## src/hw/rtl/tt_pkg.sv

```systemverilog
// tokenizer package: result kind codes, character constants, result record type
// and character class helpers; no dependencies
`default_nettype none

package tt_pkg;

   typedef enum logic [2:0] {
      KIND_SYMBOL    = 3'd0,
      KIND_WORD_BYTE = 3'd1,
      KIND_WORD_DONE = 3'd2,
      KIND_STR_BYTE  = 3'd3,
      KIND_STR_DONE  = 3'd4,
      KIND_INTEGER   = 3'd5,
      KIND_END       = 3'd6,
      KIND_ERROR     = 3'd7
   } kind_type;

   localparam logic [7:0] CH_NUL   = 8'h00;
   localparam logic [7:0] CH_SPACE = 8'h20;
   localparam logic [7:0] CH_TAB   = 8'h09;
   localparam logic [7:0] CH_LF    = 8'h0a;
   localparam logic [7:0] CH_CR    = 8'h0d;
   localparam logic [7:0] CH_MINUS = 8'h2d;
   localparam logic [7:0] CH_QUOTE = 8'h22;

   localparam int VALUE_BITS = 64;
   localparam int FIELD_OFFSET_BITS = 16;

   typedef struct packed {
      kind_type                     kind;
      logic [VALUE_BITS-1:0]        value;
      logic [FIELD_OFFSET_BITS-1:0] offset;
      logic                         last;
   } result_type;

   function automatic logic is_digit(input logic [7:0] c);
      return (c >= 8'h30) && (c <= 8'h39);
   endfunction

   function automatic logic is_alpha(input logic [7:0] c);
      return ((c >= 8'h61) && (c <= 8'h7a)) || ((c >= 8'h41) && (c <= 8'h5a));
   endfunction

   function automatic logic is_space(input logic [7:0] c);
      return (c == CH_SPACE) || (c == CH_TAB) || (c == CH_LF) || (c == CH_CR);
   endfunction

endpackage

`default_nettype wire

```

## src/hw/rtl/text_tokenizer.sv

```systemverilog
// text_tokenizer: streaming line tokenizer, one byte item in, up to two result items out
// a byte accepted into the input register is classified from it once its results fit, and
// its first result is then registered in the result register, raising tvalid
// throughput: one byte per cycle while rsp_tready; a two-result byte stalls the next byte
// reset: synchronous, active high; clears the tokenizer state and all valid flags
// depends on tt_pkg (kind codes, character constants, result record)
`default_nettype none

module text_tokenizer
   import tt_pkg::*;
#(
   parameter int OFFSET_BITS = 16
) (
   input  wire logic        clock,
   input  wire logic        reset,
   // input byte stream
   input  wire logic        req_tvalid,
   output      logic        req_tready,
   input  wire logic [7:0]  req_tdata,   // [7:0] ch
   // result stream
   output      logic        rsp_tvalid,
   input  wire logic        rsp_tready,
   output      logic [79:0] rsp_tdata,   // [63:0] value, [79:64] offset
   output      logic [2:0]  rsp_tuser,   // [2:0] kind
   output      logic        rsp_tlast    // final result of an input byte
);

   // tokenizer mode
   typedef enum logic [2:0] {
      MODE_IDLE,
      MODE_WORD,
      MODE_INT,
      MODE_INT_NEG,
      MODE_MINUS,
      MODE_STR,
      MODE_DRAIN
   } mode_type;

   localparam logic [OFFSET_BITS-1:0] POS_MAX = {OFFSET_BITS{1'b1}};

   // input register
   logic                   in_valid_ff, in_valid_in;
   logic [7:0]             in_ch_ff, in_ch_in;

   // tokenizer state
   mode_type               mode_ff, mode_in;
   logic [62:0]            acc_ff, acc_in;
   logic [OFFSET_BITS-1:0] start_ff, start_in;
   logic [OFFSET_BITS-1:0] pos_ff, pos_in;

   // result register: up to two results of one byte
   result_type             res0_ff, res0_in;
   result_type             res1_ff, res1_in;
   logic [1:0]             cnt_ff, cnt_in;

   logic                   process;
   logic                   pop;
   logic                   accept;

   // classification of the byte in the input register
   logic                   e1_v, e2_v, do_disp;
   result_type             e1, e2;
   logic [1:0]             n_res;
   logic [3:0]             digit;
   logic [66:0]            acc_next;
   logic                   ovf;
   logic [63:0]            mag64;
   logic [63:0]            int_value;
   logic [63:0]            ch_value;
   logic [OFFSET_BITS+15:0] pos_wide, start_wide;
   logic [15:0]            pos_off, start_off;

   // handshakes; the byte is classified only when its results fit
   assign pop        = rsp_tvalid && rsp_tready;
   assign process    = in_valid_ff && ((cnt_ff == 2'd0) || ((cnt_ff == 2'd1) && rsp_tready));
   assign req_tready = !in_valid_ff || process;
   assign accept     = req_tvalid && req_tready;

   assign rsp_tvalid = (cnt_ff != 2'd0);
   assign rsp_tdata  = {res0_ff.offset, res0_ff.value};
   assign rsp_tuser  = res0_ff.kind;
   assign rsp_tlast  = res0_ff.last;

   // offsets go out masked or zero-extended to the 16-bit field
   assign pos_wide   = {16'b0, pos_ff};
   assign start_wide = {16'b0, start_ff};
   assign pos_off    = pos_wide[15:0];
   assign start_off  = start_wide[15:0];

   // digit value, decimal shift-add and overflow past 2^63-1
   assign digit     = in_ch_ff[3:0];
   assign acc_next  = {1'b0, acc_ff, 3'b000} + {3'b000, acc_ff, 1'b0} + {63'b0, digit};
   assign ovf       = |acc_next[66:63];
   assign mag64     = {1'b0, acc_ff};
   assign int_value = (mode_ff == MODE_INT_NEG) ? (~mag64 + 64'd1) : mag64;
   assign ch_value  = {56'b0, in_ch_ff};

   always_comb begin
      e1       = '0;
      e2       = '0;
      e1_v     = 1'b0;
      e2_v     = 1'b0;
      do_disp  = 1'b0;
      mode_in  = mode_ff;
      acc_in   = acc_ff;
      start_in = start_ff;
      pos_in   = pos_ff;

      // continue or close the pending token
      unique case (mode_ff)
         MODE_WORD: begin
            e1_v      = 1'b1;
            e1.offset = start_off;
            if (is_alpha(in_ch_ff) || is_digit(in_ch_ff)) begin
               e1.kind  = KIND_WORD_BYTE;
               e1.value = ch_value;
            end else begin
               e1.kind = KIND_WORD_DONE;
               do_disp = 1'b1;
            end
         end
         MODE_INT, MODE_INT_NEG: begin
            if (is_digit(in_ch_ff)) begin
               if (ovf) begin
                  e1_v      = 1'b1;
                  e1.kind   = KIND_ERROR;
                  e1.offset = start_off;
                  mode_in   = MODE_DRAIN;
               end else begin
                  acc_in = acc_next[62:0];
               end
            end else begin
               e1_v      = 1'b1;
               e1.kind   = KIND_INTEGER;
               e1.value  = int_value;
               e1.offset = start_off;
               do_disp   = 1'b1;
            end
         end
         MODE_MINUS: begin
            if (is_digit(in_ch_ff)) begin
               mode_in = MODE_INT_NEG;
               acc_in  = {59'b0, digit};
            end else begin
               // lone minus becomes a symbol ahead of this byte's own result
               e1_v      = 1'b1;
               e1.kind   = KIND_SYMBOL;
               e1.value  = {56'b0, CH_MINUS};
               e1.offset = start_off;
               do_disp   = 1'b1;
            end
         end
         MODE_STR: begin
            e1_v      = 1'b1;
            e1.offset = start_off;
            if (in_ch_ff == CH_QUOTE) begin
               e1.kind = KIND_STR_DONE;
               mode_in = MODE_IDLE;
            end else if (in_ch_ff == CH_NUL) begin
               // unterminated string: error and no end item
               e1.kind = KIND_ERROR;
            end else begin
               e1.kind  = KIND_STR_BYTE;
               e1.value = ch_value;
            end
         end
         MODE_DRAIN: begin
            // swallow everything up to the terminator
         end
         MODE_IDLE: begin
            do_disp = 1'b1;
         end
         default: begin
            do_disp = 1'b1;
         end
      endcase

      // start a new token with this byte
      if (do_disp) begin
         mode_in = MODE_IDLE;
         priority if (in_ch_ff == CH_NUL) begin
            e2_v      = 1'b1;
            e2.kind   = KIND_END;
            e2.offset = pos_off;
         end else if (is_space(in_ch_ff)) begin
            // separator, dropped
         end else if (in_ch_ff == CH_QUOTE) begin
            mode_in  = MODE_STR;
            start_in = pos_ff;
         end else if (is_digit(in_ch_ff)) begin
            mode_in  = MODE_INT;
            acc_in   = {59'b0, digit};
            start_in = pos_ff;
         end else if (is_alpha(in_ch_ff)) begin
            mode_in   = MODE_WORD;
            start_in  = pos_ff;
            e2_v      = 1'b1;
            e2.kind   = KIND_WORD_BYTE;
            e2.value  = ch_value;
            e2.offset = pos_off;
         end else if (in_ch_ff == CH_MINUS) begin
            mode_in  = MODE_MINUS;
            start_in = pos_ff;
         end else begin
            e2_v      = 1'b1;
            e2.kind   = KIND_SYMBOL;
            e2.value  = ch_value;
            e2.offset = pos_off;
         end
      end

      // end of line resets the line state, otherwise the position saturates
      if (in_ch_ff == CH_NUL) begin
         mode_in = MODE_IDLE;
         acc_in  = '0;
         pos_in  = '0;
      end else if (pos_ff != POS_MAX) begin
         pos_in = pos_ff + OFFSET_BITS'(1);
      end

      // order results and mark the final one
      n_res   = {1'b0, e1_v} + {1'b0, e2_v};
      res0_in = e1_v ? e1 : e2;
      res1_in = e2;
      res0_in.last = (n_res == 2'd1);
      res1_in.last = 1'b1;
   end

   // input next state
   always_comb begin
      in_ch_in    = accept ? req_tdata : in_ch_ff;
      in_valid_in = accept ? 1'b1 : (process ? 1'b0 : in_valid_ff);
      cnt_in      = cnt_ff;
      if (process) begin
         cnt_in = n_res;
      end else if (pop) begin
         cnt_in = cnt_ff - 2'd1;
      end
   end

   always_ff @(posedge clock) begin
      if (reset) begin
         in_valid_ff <= 1'b0;
         cnt_ff      <= 2'd0;
         mode_ff     <= MODE_IDLE;
         acc_ff      <= '0;
         start_ff    <= '0;
         pos_ff      <= '0;
      end else begin
         in_valid_ff <= in_valid_in;
         cnt_ff      <= cnt_in;
         if (process) begin
            mode_ff  <= mode_in;
            acc_ff   <= acc_in;
            start_ff <= start_in;
            pos_ff   <= pos_in;
         end
      end
      // payload registers
      in_ch_ff <= in_ch_in;
      if (process) begin
         res0_ff <= res0_in;
         res1_ff <= res1_in;
      end else if (pop) begin
         res0_ff <= res1_ff;
      end
   end

`ifndef SYNTHESIS
   // a terminator always returns the line position to zero
   a_eol_clears_pos: assert property (@(posedge clock) disable iff (reset)
      process && (in_ch_ff == CH_NUL) |=> (pos_ff == '0))
      else $error("position not cleared after end of line");

   // a draining line produces nothing
   a_drain_silent: assert property (@(posedge clock) disable iff (reset)
      process && (mode_ff == MODE_DRAIN) |-> (n_res == 2'd0))
      else $error("result produced while draining");

   // a stalled byte in the input register is kept unchanged
   a_input_held: assert property (@(posedge clock) disable iff (reset)
      in_valid_ff && !process |=> in_valid_ff && $stable(in_ch_ff))
      else $error("input byte lost while stalled");

   // two pending results block classification
   a_full_blocks: assert property (@(posedge clock) disable iff (reset)
      (cnt_ff == 2'd2) |-> rsp_tvalid && !process)
      else $error("byte classified over pending results");
`endif

endmodule

`default_nettype wire

```

## config.mk

```make
export PLATFORM = sky130hd
export DESIGN_NAME = text_tokenizer
export DESIGN_NICKNAME = d
export VERILOG_FILES = /design/src/hw/rtl/tt_pkg.sv /design/src/hw/rtl/text_tokenizer.sv
export SDC_FILE = /design/constraint.sdc
export NUM_CORES = 1
export LEC_CHECK = 0
export ABC_AREA = 1
export ABC_CLOCK_PERIOD_IN_PS = 15350
export BUFFER_PORTS_ARGS = -buffer_cell sky130_fd_sc_hd__buf_2
export CAP_MARGIN = 20
export CORE_AREA = 2 2 149 224
export CTS_CLUSTER_DIAMETER = 80
export DETAILED_ROUTE_END_ITERATION = 10
export DIE_AREA = 0 0 151 226
export PLACE_DENSITY_LB_ADDON = 0.2
export SYNTH_ARGS = -nofsm -noshare
export SYNTH_HDL_FRONTEND = slang
export SYNTH_SLANG_ARGS = --single-unit
```

## constraint.sdc

```tcl
create_clock -name clock -period 15.35 [get_ports clock]
set_clock_uncertainty 0.1 [all_clocks]
set_input_delay 3.07 -clock clock [delete_from_list [all_inputs] [get_ports clock]]
set_output_delay 3.07 -clock clock [all_outputs]
set_load 0.02 [all_outputs]
```

==> impl_metrics.toml <==
[floorplan]
rows = 81
dieArea_um2 = 34100
fp.dieW_um = 151
io-pin-count = 98
coreArea_um2 = 32200
die_h_um = 226
start_util_pct = 61.4

[clocking]
cts_buffers = 22
clk_pin_slew_ps = 60
cts_root_buf = "clkbuf_16"
cts_setup_buffers = 0
htreeDepth = 1
clkLatencyLatePin_ps = 530
tritoncts = "yes"
clock_sinks = 219
holdBufCountCts = 0
cts_resized = 0
clock_path_buffers = 3

[global_routing]
grt_antenna_before_repair = 0
track_usage_pct = 36.6
grt_max_degree = 111
grt_overflow_total = 0
grt_pass1_vias = 19012
grt_pass1_wl_um = 98600

[drt]
ant_nets = 0
wirelength_um = 63400
route.vias.total = 20399
wl_per_cell_um = 18.2
drc_errors = 0
dr.pass1.iters = 6
viasPerCell = 5.86
drt_iter0_drc = 1757

[cells_and_area]
area_delta_synth_final_pct = 6.12
layout.nets = 3194
fin_area_um2 = 21000
antenna_cells = 0
drive_gt1_share_pct = 8.68

[timing]
fmax_ghz = 0.144
setup_viol = 0
finalMaxSlewViolations = 0
max_slew.worst_pin.slew_ps = 1130
period_minus_slack_ps = 6950
min_period_over_period_pct = 45.3
finalHoldViolCount = 0
rsz0062_at_grt = "no"
tns_ps = 0
slew_headroom_pct = 24.7

[placement]
placed_cell_area_um2 = 20200
dpl.hpwl_um = 46000
port_buffers = 97
gp_congestion = 0.991

[setup_path]
crit_path_start_kind = "input pin"
crit_fanout = 3
cp.arrival_ps = 3780
cp.required_ps = 12180
criticalPathCategory = "input pin to output pin"
endpoint_kind = "output pin"

[synthesis]
synth_area_leaders = "edfxtp_1 18%, nand2_1 16%, dfxtp_1 10%, ha_1 8.2%, inv_1 7.6%"
yosys.area.top_type_share_pct = 17.9
synth.distinct_cells = 56
syn_inst = 3074
seq_area_frac_synth_pct = 28.1
netlist_area_um2 = 19800
synth_edf_count = 118
syn-num-nets = 3218
yosysWarnings = 0
synth-main-ff-cell = "edfxtp_1"
synthArstFlopShare_pct = 0
ys_seq_elements = 219
yosysTopAreaCell = "edfxtp_1"
avgSynthCellArea_um2 = 6.44

[pwr]
leakage_uw = 0.0103
power_density_nw_per_um2 = 148
ir_drop_mv = 0.188

[job]
max_cap_viol_count = 0

[outcome]
status = "complete, no violations"

[worst_hold_path]
min_path_type = "flop to flop"
==> placed cells by master (no fill, tap or decap), types with 6 or more instances in the layout <==
master / netlist / layout
o31ai_1: 11 / 11
nand2_2: 22 / 24
o21bai_1: 22 / 22
nor3_1: 33 / 33
nand3_1: 242 / 242
inv_1: 399 / 397
nor2_4: 9 / 13
nor3_2: 8 / 8
a31oi_1: 33 / 33
nand3b_1: 40 / 40
nor4_1: 15 / 15
xor2_1: 50 / 50
a211oi_1: 7 / 7
buf_2: 26 / 97
o21ai_0: 156 / 155
nor2_2: 17 / 17
a21oi_1: 176 / 176
nand4_1: 17 / 17
inv_2: 32 / 34
edfxtp_1: 118 / 118
nand2_1: 849 / 847
o21ai_1: 52 / 52
ha_1: 130 / 130
buf_4: 2 / 18
xnor2_1: 45 / 45
o22ai_1: 7 / 7
dfxtp_1: 101 / 101
clkinv_2: 0 / 6
clkbuf_16: 0 / 23
nor2_1: 275 / 271
==> path summary, 6_finish.rpt <==
check             depth (start not counted)            to        start  slack (ps)
setup / recovery                          4    req_tready   rsp_tready        8400
setup reg to reg                         24  rsp_tuser[2]  in_ch_ff[3]        9570
hold reg to reg                           2   start_ff[1]  start_ff[1]         400
hold / removal                            2   start_ff[1]  start_ff[1]         400
==> cell usage after synthesis, types with 45 or more instances <==
cell type    n
edfxtp_1   118
inv_1      399
xor2_1      50
o21ai_0    156
o21ai_1     52
nand2_1    849
dfxtp_1    101
clkbuf_1   112
nor2_1     275
xnor2_1     45
a21oi_1    176
nand3_1    242
ha_1       130
==> through the flow <==
step                      power, uW  std cells  hold slack (ps)  util (%)  setup WS (ps)
after CTS                      3080       3481              398      65.1           8400
final                          3110       3481              397      65.1           8400
after global routing           3290       3481              420      65.1           8360
after detailed placement       2510       3441              380      62.8           8390
after global placement         2460       3441              371      62.8           8400
after floorplan                2090       3074              355         -           7410
==> critical path: stages <==
cell     delay (ps)
buf_2           110
a21oi_1         280
nand2_1         150
buf_2           190
==> sequential cells by signal (all words and copies together), names as in the netlist <==
name and flops:
acc_ff 63, cnt_ff 2, in_ch_ff 8, in_valid_ff 1, mode_ff 3, pos_ff 16
res1_ff 26, rsp_tdata 80, rsp_tlast 1, rsp_tuser 3, start_ff 16
==> area by class of cell <==
type | count | area [um^2]
inverter | 433 | 1630
sequential | 219 | 5570
tap | 415 | 519
clock buffer | 25 | 583
timing repair buffer | 115 | 621
clock inverter | 15 | 169
fill | 3000 | 11200
multi-input combinational | 2259 | 11900
==> kinds of logic (layout without fill, tap and decap cells) <==
group,after synthesis,after routing,share of synthesized area (%)
buffers and inverters,596,588,11.9
flip-flops,219,219,28.1
AO/OA/AOI/OAI,485,485,13.4
XOR/XNOR,95,95,4.21
AND/OR/NAND/NOR,1547,1547,33.9
adder cells (fa/ha/maj),132,132,8.42
==> per-layer routing <==
metal | routed length (um) | share of wire [%] | GRT usage, %
met3 | 5320 | 8.4 | 5.05
met5 | 0 | 0 | 0
met2 | 30100 | 48 | 61.5
met1 | 25200 | 40 | 46.9
met4 | 2820 | 4.4 | 15.4
==> power by group <==
part | switching (uW) | internal, uW | total (uW)
logic | 1210 | 447 | 1660
clock network | 246 | 327 | 573
registers | 91.8 | 787 | 878
total | 1550 | 1560 | 3110
No activity file was read; power rests on OpenSTA's default activity.
